### config.mk
export PLATFORM = sky130hd
export DESIGN_NAME = gpio_edge_interrupt_controller_flat
export DESIGN_NICKNAME = d
export VERILOG_FILES = /design/src/hdl/geic_pkg.sv /design/src/hdl/geic_if.sv /design/src/hdl/geic_front.sv /design/src/hdl/geic_back.sv /design/src/hdl/gpio_edge_interrupt_controller.sv /design/src/flat_wrapper.sv
export SDC_FILE = /design/constraint.sdc
export NUM_CORES = 2
export LEC_CHECK = 0
export BUFFER_PORTS_ARGS = -buffer_cell sky130_fd_sc_hd__buf_2
export CAP_MARGIN = 20
export CORE_MARGIN = 2
export CORE_UTILIZATION = 40
export CTS_BUF_LIST = sky130_fd_sc_hd__clkbuf_4
export DETAILED_ROUTE_END_ITERATION = 16
export SLEW_MARGIN = 0
export SYNTH_ARGS = -nofsm -noshare
export SYNTH_HDL_FRONTEND = slang
export SYNTH_SLANG_ARGS = --single-unit
### constraint.sdc
create_clock -name clk -period 5.1 [get_ports clk]
set_clock_uncertainty 0.2 [all_clocks]
set_input_delay 0.51 -clock clk [delete_from_list [all_inputs] [get_ports clk]]
set_output_delay 0.51 -clock clk [all_outputs]
set_load 0.03 [all_outputs]
### src/hdl/geic_pkg.sv
// Package for the banked GPIO edge interrupt controller.
// Holds command and register-select codes, sizes and the queue entry type.
`timescale 1ns / 1ps
package geic_pkg;
  localparam int NUM_BANKS_DEF     = 3;
  localparam int PINS_PER_BANK_DEF = 32;
  localparam int PIN_NUM_W         = 7;
  localparam int BANK_STRIDE       = 32;

  localparam logic [1:0] CMD_WRITE  = 2'd0;
  localparam logic [1:0] CMD_READ   = 2'd1;
  localparam logic [1:0] CMD_SAMPLE = 2'd2;
  localparam logic [1:0] CMD_CLAIM  = 2'd3;

  localparam logic [3:0] SEL_TYPE      = 4'd0;
  localparam logic [3:0] SEL_POLHI_SET = 4'd1;
  localparam logic [3:0] SEL_POLHI_CLR = 4'd2;
  localparam logic [3:0] SEL_POLLO_SET = 4'd3;
  localparam logic [3:0] SEL_POLLO_CLR = 4'd4;
  localparam logic [3:0] SEL_EN_SET    = 4'd5;
  localparam logic [3:0] SEL_EN_CLR    = 4'd6;
  localparam logic [3:0] SEL_ENABLE    = 4'd7;
  localparam logic [3:0] SEL_STATUS    = 4'd8;

  // Request after front-end decode.
  typedef struct packed {
    logic [1:0]  cmd;
    logic [1:0]  bank;
    logic        bank_ok;
    logic [3:0]  sel;
    logic [31:0] wdata;
    logic [31:0] levels;
  } req_t;
endpackage

### src/hdl/geic_if.sv
// Valid/ready channel interfaces for the controller.
// Depends on nothing.
`timescale 1ns / 1ps
interface geic_in_if;
  logic        valid;
  logic        ready;
  logic [1:0]  cmd;
  logic [1:0]  bank;
  logic [3:0]  reg_select;
  logic [31:0] write_data;
  logic [31:0] pin_levels;
  modport source (output valid, cmd, bank, reg_select, write_data, pin_levels, input ready);
  modport sink (input valid, cmd, bank, reg_select, write_data, pin_levels, output ready);
endinterface

interface geic_out_if;
  logic        valid;
  logic        ready;
  logic [31:0] read_data;
  logic        irq_out;
  logic        claim_valid;
  logic [6:0]  claim_pin;
  modport source (output valid, read_data, irq_out, claim_valid, claim_pin, input ready);
  modport sink (input valid, read_data, irq_out, claim_valid, claim_pin, output ready);
endinterface

### src/hdl/geic_front.sv
// Front end: accept requests, mask to the pin width, check the bank.
// Depends on geic_pkg.
`timescale 1ns / 1ps
module geic_front #(
  parameter int NUM_BANKS     = geic_pkg::NUM_BANKS_DEF,
  parameter int PINS_PER_BANK = geic_pkg::PINS_PER_BANK_DEF
) (
  input  logic            clk,
  input  logic            rst_n,
  input  logic            in_valid,
  output logic            in_ready,
  input  logic [1:0]      in_cmd,
  input  logic [1:0]      in_bank,
  input  logic [3:0]      in_reg_select,
  input  logic [31:0]     in_write_data,
  input  logic [31:0]     in_pin_levels,
  output logic            q_valid,
  input  logic            q_ready,
  output geic_pkg::req_t  q_req
);
  localparam logic [31:0] PIN_MASK = 32'((64'd1 << PINS_PER_BANK) - 64'd1);

  logic           v_r;
  geic_pkg::req_t req_r;

  assign in_ready = !v_r || q_ready;
  assign q_valid  = v_r;
  assign q_req    = req_r;

  always_ff @(posedge clk) begin
    if (!rst_n) begin
      v_r <= 1'b0;
    end else if (in_ready) begin
      v_r <= in_valid;
    end
  end

  always_ff @(posedge clk) begin
    if (in_ready && in_valid) begin
      req_r.cmd     <= in_cmd;
      req_r.bank    <= in_bank;
      req_r.bank_ok <= 32'(in_bank) < NUM_BANKS;
      req_r.sel     <= in_reg_select;
      req_r.wdata   <= in_write_data & PIN_MASK;
      req_r.levels  <= in_pin_levels & PIN_MASK;
    end
  end
endmodule

### src/hdl/geic_back.sv
// Back end: bank register file, sampling, claim encoder, result register.
// Depends on geic_pkg.
`timescale 1ns / 1ps
module geic_back #(
  parameter int NUM_BANKS     = geic_pkg::NUM_BANKS_DEF,
  parameter int PINS_PER_BANK = geic_pkg::PINS_PER_BANK_DEF
) (
  input  logic            clk,
  input  logic            rst_n,
  input  logic            q_valid,
  output logic            q_ready,
  input  geic_pkg::req_t  q_req,
  output logic            out_valid,
  input  logic            out_ready,
  output logic [31:0]     out_read_data,
  output logic            out_irq_out,
  output logic            out_claim_valid,
  output logic [6:0]      out_claim_pin
);
  localparam int BW = (NUM_BANKS > 1) ? $clog2(NUM_BANKS) : 1;

  logic [31:0] edge_r [NUM_BANKS];
  logic [31:0] polhi_r [NUM_BANKS];
  logic [31:0] pollo_r [NUM_BANKS];
  logic [31:0] en_r [NUM_BANKS];
  logic [31:0] stat_r [NUM_BANKS];
  logic [31:0] prev_r [NUM_BANKS];
  logic [31:0] edge_nxt [NUM_BANKS];
  logic [31:0] polhi_nxt [NUM_BANKS];
  logic [31:0] pollo_nxt [NUM_BANKS];
  logic [31:0] en_nxt [NUM_BANKS];
  logic [31:0] stat_nxt [NUM_BANKS];
  logic [31:0] prev_nxt [NUM_BANKS];

  logic        ov_r;
  logic [31:0] rd_r, rd_nxt;
  logic        irq_r, irq_nxt;
  logic        cv_r, cv_nxt;
  logic [6:0]  cp_r, cp_nxt;
  logic        go;
  logic [BW-1:0] b;

  assign q_ready = !ov_r || out_ready;
  assign go      = q_valid && q_ready;
  assign b       = q_req.bank[BW-1:0];

  always_comb begin
    logic [31:0] pend, rise, fall, eh, lh, hit;
    logic        found;
    edge_nxt  = edge_r;
    polhi_nxt = polhi_r;
    pollo_nxt = pollo_r;
    en_nxt    = en_r;
    stat_nxt  = stat_r;
    prev_nxt  = prev_r;
    rd_nxt = '0;
    cv_nxt = 1'b0;
    cp_nxt = '0;
    found  = 1'b0;
    pend   = '0;
    rise   = '0;
    fall   = '0;
    eh     = '0;
    lh     = '0;
    hit    = '0;
    unique case (q_req.cmd)
      geic_pkg::CMD_WRITE: begin
        if (q_req.bank_ok) begin
          unique case (q_req.sel)
            geic_pkg::SEL_TYPE:      edge_nxt[b] = q_req.wdata;
            geic_pkg::SEL_POLHI_SET: polhi_nxt[b] = polhi_r[b] | q_req.wdata;
            geic_pkg::SEL_POLHI_CLR: polhi_nxt[b] = polhi_r[b] & ~q_req.wdata;
            geic_pkg::SEL_POLLO_SET: pollo_nxt[b] = pollo_r[b] | q_req.wdata;
            geic_pkg::SEL_POLLO_CLR: pollo_nxt[b] = pollo_r[b] & ~q_req.wdata;
            geic_pkg::SEL_EN_SET:    en_nxt[b] = en_r[b] | q_req.wdata;
            geic_pkg::SEL_EN_CLR:    en_nxt[b] = en_r[b] & ~q_req.wdata;
            geic_pkg::SEL_ENABLE:    en_nxt[b] = q_req.wdata;
            geic_pkg::SEL_STATUS:    stat_nxt[b] = stat_r[b] & ~q_req.wdata;
            default: ;
          endcase
        end
      end
      geic_pkg::CMD_READ: begin
        if (q_req.bank_ok) begin
          unique case (q_req.sel)
            geic_pkg::SEL_TYPE: rd_nxt = edge_r[b];
            geic_pkg::SEL_POLHI_SET, geic_pkg::SEL_POLHI_CLR: rd_nxt = polhi_r[b];
            geic_pkg::SEL_POLLO_SET, geic_pkg::SEL_POLLO_CLR: rd_nxt = pollo_r[b];
            geic_pkg::SEL_EN_SET, geic_pkg::SEL_EN_CLR,
            geic_pkg::SEL_ENABLE: rd_nxt = en_r[b];
            geic_pkg::SEL_STATUS: rd_nxt = stat_r[b];
            default: rd_nxt = '0;
          endcase
        end
      end
      geic_pkg::CMD_SAMPLE: begin
        if (q_req.bank_ok) begin
          rise = ~prev_r[b] & q_req.levels;
          fall = prev_r[b] & ~q_req.levels;
          eh = (rise & polhi_r[b]) | (fall & pollo_r[b]);
          lh = (q_req.levels & polhi_r[b]) | (~q_req.levels & pollo_r[b]);
          hit = (edge_r[b] & eh) | (~edge_r[b] & lh);
          stat_nxt[b] = stat_r[b] | hit;
          prev_nxt[b] = q_req.levels;
        end
      end
      default: begin
        // Claim: lowest pending enabled pin, bank 0 first.
        for (int k = 0; k < NUM_BANKS; k++) begin
          pend = stat_r[k] & en_r[k];
          for (int i = 0; i < PINS_PER_BANK; i++) begin
            if (!found && pend[i]) begin
              found = 1'b1;
              stat_nxt[k][i] = 1'b0;
              cp_nxt = 7'(k * geic_pkg::BANK_STRIDE + i);
            end
          end
        end
        cv_nxt = found;
      end
    endcase
    irq_nxt = 1'b0;
    for (int k = 0; k < NUM_BANKS; k++) begin
      irq_nxt = irq_nxt | (|(stat_nxt[k] & en_nxt[k]));
    end
  end

  always_ff @(posedge clk) begin
    if (!rst_n) begin
      ov_r <= 1'b0;
      for (int k = 0; k < NUM_BANKS; k++) begin
        edge_r[k]  <= '0;
        polhi_r[k] <= '0;
        pollo_r[k] <= '0;
        en_r[k]    <= '0;
        stat_r[k]  <= '0;
        prev_r[k]  <= '0;
      end
    end else begin
      if (q_ready) begin
        ov_r <= q_valid;
      end
      if (go) begin
        edge_r  <= edge_nxt;
        polhi_r <= polhi_nxt;
        pollo_r <= pollo_nxt;
        en_r    <= en_nxt;
        stat_r  <= stat_nxt;
        prev_r  <= prev_nxt;
      end
    end
  end

  always_ff @(posedge clk) begin
    if (go) begin
      rd_r  <= rd_nxt;
      irq_r <= irq_nxt;
      cv_r  <= cv_nxt;
      cp_r  <= cp_nxt;
    end
  end

  assign out_valid       = ov_r;
  assign out_read_data   = rd_r;
  assign out_irq_out     = irq_r;
  assign out_claim_valid = cv_r;
  assign out_claim_pin   = cp_r;
endmodule

### src/hdl/gpio_edge_interrupt_controller.sv
// Banked GPIO edge/level interrupt controller, top level.
// Requests enter on in_ch; one result per request leaves on out_ch.
// Commands: register write, register read, sample a bank's pin levels,
// claim the lowest pending enabled pin (clears its status).
// Each result carries read data (zero unless a read), irq_out after the
// request, and the claim outcome.
// The front register holds an accepted request, then the back-end result
// register holds its result. Throughput: one request per cycle while out_ch
// is ready; the back end's register update plus the 96-pin claim encoder sets it.
// The front register acts as a one-deep queue, so either side stalls
// alone. When the receiver stalls, results hold and the front fills,
// then in_ch.ready drops. Synchronous reset clears all bank registers
// and empties both stages.
// Depends on geic_pkg, geic_if, geic_front, geic_back.
`timescale 1ns / 1ps
module gpio_edge_interrupt_controller #(
  parameter int NUM_BANKS     = geic_pkg::NUM_BANKS_DEF,
  parameter int PINS_PER_BANK = geic_pkg::PINS_PER_BANK_DEF
) (
  input logic     clk,
  input logic     rst_n,
  geic_in_if.sink   in_ch,
  geic_out_if.source out_ch
);
  logic           q_valid, q_ready;
  geic_pkg::req_t q_req;

  // Accept and decode.
  geic_front #(.NUM_BANKS(NUM_BANKS), .PINS_PER_BANK(PINS_PER_BANK)) u_front (
    .clk, .rst_n,
    .in_valid(in_ch.valid), .in_ready(in_ch.ready),
    .in_cmd(in_ch.cmd), .in_bank(in_ch.bank), .in_reg_select(in_ch.reg_select),
    .in_write_data(in_ch.write_data), .in_pin_levels(in_ch.pin_levels),
    .q_valid, .q_ready, .q_req
  );

  // Execute against bank state and register the result.
  geic_back #(.NUM_BANKS(NUM_BANKS), .PINS_PER_BANK(PINS_PER_BANK)) u_back (
    .clk, .rst_n, .q_valid, .q_ready, .q_req,
    .out_valid(out_ch.valid), .out_ready(out_ch.ready),
    .out_read_data(out_ch.read_data), .out_irq_out(out_ch.irq_out),
    .out_claim_valid(out_ch.claim_valid), .out_claim_pin(out_ch.claim_pin)
  );
endmodule

### src/flat_wrapper.sv
// flat-port wrapper written by rule: the top's interface ports become plain ports
module gpio_edge_interrupt_controller_flat 
#(
  parameter int NUM_BANKS     = geic_pkg::NUM_BANKS_DEF,
  parameter int PINS_PER_BANK = geic_pkg::PINS_PER_BANK_DEF
)
  (clk, rst_n, in_ch_valid, in_ch_cmd, in_ch_bank, in_ch_reg_select, in_ch_write_data, in_ch_pin_levels, in_ch_ready, out_ch_valid, out_ch_read_data, out_ch_irq_out, out_ch_claim_valid, out_ch_claim_pin, out_ch_ready);
  geic_in_if in_ch_i ();
  geic_out_if out_ch_i ();
  input logic clk;
  input logic rst_n;
  input wire logic [$bits(in_ch_i.valid)-1:0] in_ch_valid;
  input wire logic [$bits(in_ch_i.cmd)-1:0] in_ch_cmd;
  input wire logic [$bits(in_ch_i.bank)-1:0] in_ch_bank;
  input wire logic [$bits(in_ch_i.reg_select)-1:0] in_ch_reg_select;
  input wire logic [$bits(in_ch_i.write_data)-1:0] in_ch_write_data;
  input wire logic [$bits(in_ch_i.pin_levels)-1:0] in_ch_pin_levels;
  output wire logic [$bits(in_ch_i.ready)-1:0] in_ch_ready;
  output wire logic [$bits(out_ch_i.valid)-1:0] out_ch_valid;
  output wire logic [$bits(out_ch_i.read_data)-1:0] out_ch_read_data;
  output wire logic [$bits(out_ch_i.irq_out)-1:0] out_ch_irq_out;
  output wire logic [$bits(out_ch_i.claim_valid)-1:0] out_ch_claim_valid;
  output wire logic [$bits(out_ch_i.claim_pin)-1:0] out_ch_claim_pin;
  input wire logic [$bits(out_ch_i.ready)-1:0] out_ch_ready;
  assign in_ch_i.valid = in_ch_valid;
  assign in_ch_i.cmd = in_ch_cmd;
  assign in_ch_i.bank = in_ch_bank;
  assign in_ch_i.reg_select = in_ch_reg_select;
  assign in_ch_i.write_data = in_ch_write_data;
  assign in_ch_i.pin_levels = in_ch_pin_levels;
  assign in_ch_ready = in_ch_i.ready;
  assign out_ch_valid = out_ch_i.valid;
  assign out_ch_read_data = out_ch_i.read_data;
  assign out_ch_irq_out = out_ch_i.irq_out;
  assign out_ch_claim_valid = out_ch_i.claim_valid;
  assign out_ch_claim_pin = out_ch_i.claim_pin;
  assign out_ch_i.ready = out_ch_ready;
  gpio_edge_interrupt_controller #(.NUM_BANKS(NUM_BANKS), .PINS_PER_BANK(PINS_PER_BANK)) u_core (.clk(clk), .rst_n(rst_n), .in_ch(in_ch_i), .out_ch(out_ch_i));
endmodule
Word level (Yosys, flattened, before mapping)
Index checks and enable logic that the tools add are counted.
{"block": "totals", "ff_bits": 692, "latch_bits": 0, "ramBits": 0, "mem_bits_ro": 0, "in_bits": 76, "output_inout_bits": 43, "mem_count": 0}
{"block": "classes", "add_sub_neg": 0, "mul": 0, "div_mod_pow": 0, "magnitude_cmp": 3, "n_eq_ne": 10, "shifts": 0, "n_mux": 423, "bitwise": 32, "reduce_logical": 214}
{"op": "$bwmux 96", "n": 11}
{"op": "$mux 7", "n": 94}
{"op": "$and 32x32->32", "n": 18}
{"op": "$pmux 96 s3", "n": 2}
{"op": "$mux 96", "n": 5}
{"op": "$mux 32", "n": 13}
{"op": "$bmux 32 s2", "n": 6}
{"op": "$pmux 96 s2", "n": 2}
{"op": "$mux 1", "n": 288}
{"op": "$or 32x32->32", "n": 7}
{"op": "$pmux 32 s5", "n": 1}
{"op": "$not 32->32", "n": 4}
{"op": "$logic_and 1x1->1", "n": 98}
{"op": "$logic_not 1->1", "n": 97}
{"op": "$reduce_or 32->1", "n": 3}
{"op": "$demux 32 s2", "n": 1}
{"op": "$reduce_or 35->1", "n": 1}
{"op": "$eq 4x3->1 const B", "n": 4}
{"op": "$reduce_and 4->1", "n": 3}
{"op": "$eq 4x2->1 const B", "n": 2}
{"op": "$reduce_or 3->1", "n": 2}
{"op": "$eq 4x1->1 const B", "n": 1}
{"op": "$eq 4x4->1 const B", "n": 1}
{"op": "$logic_not 4->1", "n": 1}
{"op": "other kinds (13)", "n": 17}

Longest topological paths before layout
{"block": "logic_depth", "word_depth": 387, "ltp_mapped": 17, "mapped_depth_nobuf": 10}

Modules after synthesis
A second synthesis with hierarchy kept.
{"block": "unflattened", "hier_cells": 5431, "hier_area_um2": 40166.0}
{"mod": "geic_back", "instances": 1, "cells_per_inst": 5352, "area_per_inst_um2": 37912.6}
{"mod": "geic_front", "instances": 1, "cells_per_inst": 79, "area_per_inst_um2": 2253.4}

Worst setup path before layout
No wires, ideal clock.
{"block": "synth_timing", "path_type": "flip-flop to flip-flop", "from": "reg u_core.u_back.en_r[64] (netlist bit)", "to": "reg u_core.u_back.irq_r, in the netlist u_core.u_back.out_irq_out (data pin)", "setup_ns": 0.272, "arrival_ns": 3.827, "setup_slack_ns": 0.801, "stages_incl_launch_ff": 12, "path_buffers": 1, "path_cell_list": "dfxtp_1 -> a222oi_1 -> nand4_2 -> or4_1 -> buf_2 -> o311a_1 -> a211oi_2 -> nor2_1 -> or4_1 -> nor4_1 -> nand4_1 -> or4_1"}
{"block": "synth_between", "elab_chain_len": 386, "elab_cells_between_ends": 497, "cone_classes": "mux: 296; bitwise: 8; reduce/logical: 193"}
{"item": "start, declared", "line": "geic_back.sv:25", "text": "logic [31:0] en_r [NUM_BANKS];"}
{"item": "start signal, assigned", "line": "geic_back.sv:147", "text": "en_r <= en_nxt;"}
{"item": "$and 32x32->32", "line": "geic_back.sv:110", "text": "pend = stat_r[k] & en_r[k];"}
{"item": "$mux 1", "line": "geic_back.sv:112", "text": "if (!found && pend[i]) begin"}
{"item": "$mux 1", "line": "geic_back.sv:66", "text": "unique case (q_req.cmd)"}
{"item": "$logic_not 1->1", "line": "geic_back.sv:112"}
{"item": "$logic_and 1x1->1", "line": "geic_back.sv:112"}
{"item": "$mux 1", "line": "geic_back.sv:112"}
{"item": "$mux 1", "line": "geic_back.sv:66"}
{"item": "$logic_not 1->1", "line": "geic_back.sv:112"}
{"item": "[371 not listed]"}
{"item": "$logic_not 1->1", "line": "geic_back.sv:112"}
{"item": "$logic_and 1x1->1", "line": "geic_back.sv:112"}
{"item": "$mux 1", "line": "geic_back.sv:112"}
{"item": "$pmux 96 s3", "line": "geic_back.sv:66"}
{"item": "$and 32x32->32", "line": "geic_back.sv:124", "text": "irq_nxt = irq_nxt | (|(stat_nxt[k] & en_nxt[k]));"}
{"item": "$reduce_or 32->1", "line": "geic_back.sv:124"}
{"item": "$or 1x1->1 *", "line": "geic_back.sv:124"}
{"item": "named net u_core.u_back.irq_nxt", "line": "geic_back.sv:37", "text": "logic irq_r, irq_nxt;"}
{"item": "end signal, assigned", "line": "geic_back.sv:157", "text": "irq_r <= irq_nxt;"}
{"item": "end, declared", "line": "geic_back.sv:37"}
The timed path passes the listed nets; every way through them passes the cells marked *. The select of a mux whose other input is x is not followed.
A chain may end at the register's enable or synchronous reset.

Worst setup path in the final report
{"block": "layout_timing", "from": "reg u_core.u_front.req_r, in the netlist u_core.u_front.q_req[70]", "to": "reg u_core.u_back.irq_r, in the netlist u_core.u_back.out_irq_out (data pin)"}
{"block": "layout_between", "elab_chain_len": 18, "elab_cells_between_ends": 61, "cone_classes": "order compare: 2; mux: 32; bitwise: 23; reduce/logical: 4"}
{"item": "start, declared", "line": "geic_front.sv:24", "text": "geic_pkg::req_t req_r;"}
{"item": "$not 2->3 *"}
{"item": "$bmux 32 s2", "line": "geic_back.sv:98, geic_back.sv:99"}
{"item": "$mux 32 (not written as such) (2 in a row)", "line": "geic_back.sv:98, geic_back.sv:99"}
{"item": "$not 32->32", "line": "geic_back.sv:98", "text": "rise = ~prev_r[b] & q_req.levels;"}
{"item": "$and 32x32->32", "line": "geic_back.sv:98"}
{"item": "$and 32x32->32", "line": "geic_back.sv:100", "text": "eh = (rise & polhi_r[b]) | (fall & pollo_r[b]);"}
{"item": "$or 32x32->32", "line": "geic_back.sv:100"}
{"item": "$and 32x32->32", "line": "geic_back.sv:102", "text": "hit = (edge_r[b] & eh) | (~edge_r[b] & lh);"}
{"item": "[2 not listed]"}
{"item": "$bwmux 96", "line": "geic_back.sv:103", "text": "stat_nxt[b] = stat_r[b] | hit;"}
{"item": "$mux 96", "line": "geic_back.sv:97", "text": "if (q_req.bank_ok) begin"}
{"item": "$pmux 96 s3", "line": "geic_back.sv:66"}
{"item": "$and 32x32->32", "line": "geic_back.sv:124"}
{"item": "$reduce_or 32->1", "line": "geic_back.sv:124"}
{"item": "$or 1x1->1", "line": "geic_back.sv:124"}
{"item": "$or 1x1->1 *", "line": "geic_back.sv:124"}
{"item": "named net u_core.u_back.irq_nxt", "line": "geic_back.sv:37"}
Marked as above.

==> impl_summary.md <==
Outcome
The flow ran to the end, and the final reports show no timing, DRC or antenna violations.

Critical path
The slowest stage of the critical path is the sky130_fd_sc_hd__nor3_1 cell. Measured in cells, the most critical reg-to-reg path has a length of 13. The kind of start point of the critical path is a flop. STA puts the critical path data required time at about 6 ns. In this design, the stage delay of the slowest critical-path cell is between 0.5 and 0.6 ns. In this run the critical register-to-register path is captured at u_core.u_back.out_irq_out. Among cell families on the critical path, the largest total delay comes from simple AND/OR/NAND/NOR gates. The launch instance of the worst register-to-register path is u_core.u_front.q_req[70]. The critical path is of the flop to flop type.

STA puts the critical path data arrival time at between 5 and 6 ns. Of all nets on the critical path, the largest fanout is 28. The worst path buffer plus inverter count is 4. The worst register-to-register path has a setup slack of 0.08 ns. The critical path goes through buf_12 > buf_12 > buf_4 > mux2i_1 > o21ai_0 > nor3_1 > o22a_1 > nor3_1 > nor4_2 > buf_4 > nand4_1 > or4_1 > or4_1. The critical path capture point type is a flop.

Worst hold path
The cell depth of the worst hold path is 3. The path class of the tightest hold or removal check is primary input to flop. The endpoint of the worst hold-timing path is u_core.u_front.q_req[68]. In this run the most critical hold path is launched from in_ch_bank[1].

GRT
The number of antenna violations at the first check in global routing is 34. Global routing consumed, over all layers together, between 50% and 60% of the routing resources. The number of global-route vias before repair is 46,100. The global-route congestion overflow total is 0. The first global-routing pass estimated 369,000 µm of wire. The largest net degree at the start of global routing is ~120.

Cells and area
The signed area change from the synthesized netlist to the final layout is 26.3%. Of the cells placed in the final design, the portion with a size suffix greater than 1 is between 15 and 20%. The count of nets after finishing is just over 6,000.

The summed area of non-filler cells in the final layout is about 50,000 µm². The final standard cell utilization of the core is 50.9%.

Floorplanning
The die boundary height is approximately 320 µm. For this design the top-level I/O count stands at between 100 and 150. The effective utilization at floorplan is around two fifths. The die is 319 µm wide. The core region is just under 100,000 µm².

The floorplan die area is about 100,000 µm². The placement row count is between 100 and 150.

Detailed routing
The number of iterations in the first detailed-routing pass is 9. The post-route antenna net violation count is 0. For this block, the initial DRC count from the detailed router was between 8,000 and 9,000. The via count normalized by instance count is approximately 6.7. The final routed wire length divided by cell count is ~37 µm.

The remaining routing DRC violations is 0. The routed layout has ~50,000 vias. The routed wire length is about 270,000 µm.

Clock tree
No sink is reached through more buffers than the 3 on the longest clock path. The TritonCTS clock tree is done. The worst-skew pair later-pin latency is ~1.2 ns. The number of buffers created by CTS is 192. CTS placed an instance of sky130_fd_sc_hd__clkbuf_4 at the clock tree root. The clock tree synthesis step divided the H-tree into 4 levels. The clock transition time at the flip-flop clock pins of the worst setup and hold paths is 0.07 ns. Clock tree synthesis found a total of between 600 and 700 sinks.

Timing
The count of final hold-check violations is 0. At the pin with the least slew margin, the transition time is between 1 and 1.5 ns. The remaining max-slew budget at the tightest pin is under 10%. The final critical path takes up between 90% and 100% of the cycle. Setup repair after global routing left no endpoint under its margin. Setup violations remaining at the end of the flow were counted as 0. The clock period minus final worst setup slack is 5.02 ns.

The number of slew-limit violations in the final report was 0. Static timing analysis puts the maximum clock frequency at 0.199 GHz.

Placement
Routability-driven placement finished with a final weighted congestion of between 1 and 1.5. The wire-length estimate of the detail-placed layout is slightly below 200,000 µm. The count of buffers added on input and output ports is ~120. The cell area after placement is around 46,000 µm².

Yosys
Yosys mapped the design onto 80 distinct sky130hd cell types. After synthesis the netlist holds a flip-flop and latch count of roughly 690. The count of flip-flops with a built-in enable after synthesis is roughly 110. The dominant combinational cell family by area after synthesis is compound AO/OA/AOI/OAI gates. The post-synthesis share of cell area spent on xor and xnor gates is less than 1%. The post-synthesis net count is 5,439. Each instance of the synthesized netlist takes up on average about 7.4 µm². Synthesis produced a netlist whose cell count is ~5,400. The arithmetic-cell share of the synthesized area counting full adders, half adders and majority gates is 0%.

The Yosys step of the flow raised 0 warnings. The most used flip-flop cell after synthesis is sky130_fd_sc_hd__dfxtp_1. The synthesized netlist devotes about 30% of its cell area to compound gates. Of the post-synthesis cell area, the part taken by muxes is under 10%. The cell area that synthesis handed to floorplanning was roughly 40,000 µm². The share of synthesized flip-flops with an asynchronous set or reset is 0%. Of the synthesized area, sequential elements account for a little under two fifths. The fraction of the mapped netlist area in simple logic gates is a little over a fifth.

Run
The max-capacitance violation count is 0.

Power
In this run the static leakage power is around 18 nW. The sum of internal, switching and leakage power is about 13 mW. In this run the power density over the cells is roughly 260 nW/µm². The worst-case IR drop observed on VDD is 281 µV.
==> area by class of cell <==
cell class,count,area (µm²)
Antenna cell,22,55.1
Clock buffer,289,2170
Clock inverter,63,389
Fill cell,9724,48200
Inverter,58,230
Multi-Input combinational cell,4146,22900
Sequential cell,692,15000
Tap cell,1287,1610
Timing Repair Buffer,940,7690
==> placed cells by master, fill, tap and decap left out, types with 72 or more instances in the layout <==
cell type	count
sky130_fd_sc_hd__a21oi_1	827
sky130_fd_sc_hd__a22oi_1	122
sky130_fd_sc_hd__a31oi_1	72
sky130_fd_sc_hd__buf_2	119
sky130_fd_sc_hd__buf_4	622
sky130_fd_sc_hd__clkbuf_4	294
sky130_fd_sc_hd__dfxtp_1	578
sky130_fd_sc_hd__dlygate4sd3_1	150
sky130_fd_sc_hd__edfxtp_1	114
sky130_fd_sc_hd__mux2i_1	156
sky130_fd_sc_hd__nand2_1	1167
sky130_fd_sc_hd__nand3_1	72
sky130_fd_sc_hd__nor2_1	445
sky130_fd_sc_hd__o21ai_0	308
sky130_fd_sc_hd__o2bb2ai_1	97
==> metrics by stage <==
step	hold slack, ns	setup TNS, ns	worst slack (ns)	std cells
after floorplan	0.233	0	0.801	5363
after global placement	0.238	-0.635	-0.635	6960
after detailed placement	0.244	-0.363	-0.363	6964
after CTS	0.0302	0	0.0345	7468
after global routing	0.0607	0	0.00871	7482
final	0.0629	0	0.0805	7497
==> how the worst max path moves through the flow <==
stage                                     end                      from  cells past startpoint  slack (ns)
detailed placement  u_core.u_back.out_irq_out    u_core.u_back.en_r[64]                     14       -0.36
floorplan           u_core.u_back.out_irq_out    u_core.u_back.en_r[64]                     11        0.80
global route        u_core.u_back.out_irq_out  u_core.u_back.stat_r[88]                     14       0.009
finish              u_core.u_back.out_irq_out  u_core.u_front.q_req[70]                     13        0.08
CTS                 u_core.u_back.out_irq_out  u_core.u_front.q_req[70]                     12        0.03
global placement    u_core.u_back.out_irq_out    u_core.u_back.en_r[64]                     14       -0.63
==> registers in the layout, summed over array words and instances (netlist names) <==
signal,count
u_core.u_back.edge_r,96
u_core.u_back.en_r,96
u_core.u_back.out_claim_pin,7
u_core.u_back.out_claim_valid,1
u_core.u_back.out_irq_out,1
u_core.u_back.out_read_data,32
u_core.u_back.out_valid,1
u_core.u_back.polhi_r,96
u_core.u_back.pollo_r,96
u_core.u_back.prev_r,96
u_core.u_back.stat_r,96
u_core.u_front.q_req,73
u_core.u_front.q_valid,1
==> worst register-to-register path: stages (launching register included) <==
cell                       delay [ns]
sky130_fd_sc_hd__edfxtp_1        0.39
sky130_fd_sc_hd__buf_12          0.17
sky130_fd_sc_hd__buf_12          0.23
sky130_fd_sc_hd__buf_4           0.34
sky130_fd_sc_hd__mux2i_1         0.45
sky130_fd_sc_hd__o21ai_0         0.29
sky130_fd_sc_hd__nor3_1          0.58
sky130_fd_sc_hd__o22a_1          0.27
sky130_fd_sc_hd__nor3_1          0.12
sky130_fd_sc_hd__nor4_2          0.43
sky130_fd_sc_hd__buf_4           0.20
sky130_fd_sc_hd__nand4_1         0.06
sky130_fd_sc_hd__or4_1           0.57
sky130_fd_sc_hd__or4_1           0.51
==> power by group <==
part | switching (mW) | internal [mW] | leakage (nW)
combinational | 1.18 | 0.505 | 10.9
sequential | 0.163 | 5.63 | 5.76
clock | 2.76 | 2.72 | 1.52
total | 4.10 | 8.86 | 18.2
==> synth_stat cells, types with 18 or more instances <==
cell	n	share of area (%)
sky130_fd_sc_hd__a211oi_1	51	0.97
sky130_fd_sc_hd__a21oi_1	828	10
sky130_fd_sc_hd__a221oi_1	32	0.71
sky130_fd_sc_hd__a222oi_1	18	0.45
sky130_fd_sc_hd__a22oi_1	123	2.3
sky130_fd_sc_hd__a2bb2oi_1	35	0.77
sky130_fd_sc_hd__a31oi_1	72	1.1
sky130_fd_sc_hd__and2_1	27	0.43
sky130_fd_sc_hd__and3_1	27	0.43
sky130_fd_sc_hd__buf_1	56	0.53
sky130_fd_sc_hd__buf_2	28	0.35
sky130_fd_sc_hd__clkbuf_1	382	3.6
sky130_fd_sc_hd__dfxtp_1	578	29
sky130_fd_sc_hd__edfxtp_1	114	8.6
sky130_fd_sc_hd__inv_1	58	0.55
sky130_fd_sc_hd__mux2_2	52	1.5
sky130_fd_sc_hd__mux2i_1	156	3.9
sky130_fd_sc_hd__nand2_1	1168	11
sky130_fd_sc_hd__nand2b_1	33	0.52
sky130_fd_sc_hd__nand3_1	75	0.95
sky130_fd_sc_hd__nand4_1	43	0.68
sky130_fd_sc_hd__nor2_1	451	4.3
sky130_fd_sc_hd__nor3_1	69	0.87
sky130_fd_sc_hd__nor4_1	32	0.50
sky130_fd_sc_hd__o211ai_1	56	1.1
sky130_fd_sc_hd__o21a_1	27	0.51
sky130_fd_sc_hd__o21ai_0	310	3.9
sky130_fd_sc_hd__o221ai_1	21	0.46
sky130_fd_sc_hd__o22ai_1	58	0.92
sky130_fd_sc_hd__o2bb2ai_1	97	2.1
sky130_fd_sc_hd__o32ai_1	19	0.42
==> kinds of logic (layout without fill, tap and decap cells) <==
kind of cell,count (synthesis),after routing
multiplexers,208,208
AO/OA/AOI/OAI,1920,1920
flip-flops,692,692
XOR/XNOR,1,1
AND/OR/NAND/NOR,2017,2017
other,0,22
buffers and inverters,525,1350
==> timing repair <==
| item | CTS | global route |
|---|---|---|
| hold endpoints to repair | 170 | 0 |
| hold buffers | 150 | 0 |
| pin swaps | 1 | 5 |
| buffers inserted | 2 | 1 |
| resized for setup | 2 | 16 |
| setup endpoints to repair | 1 | 1 |
==> per-layer routing <==
layer / part of all wire, % / global-route usage, % / vias up
met5: 0.079 / 0 / -
met4: 11 / 43.6 / 28
met3: 14 / 19.6 / 1283
met2: 40 / 73.7 / 4271
met1: 35 / 61.5 / 24000
li1: - / - / 20900
Power figures use the tool's default switching activity.
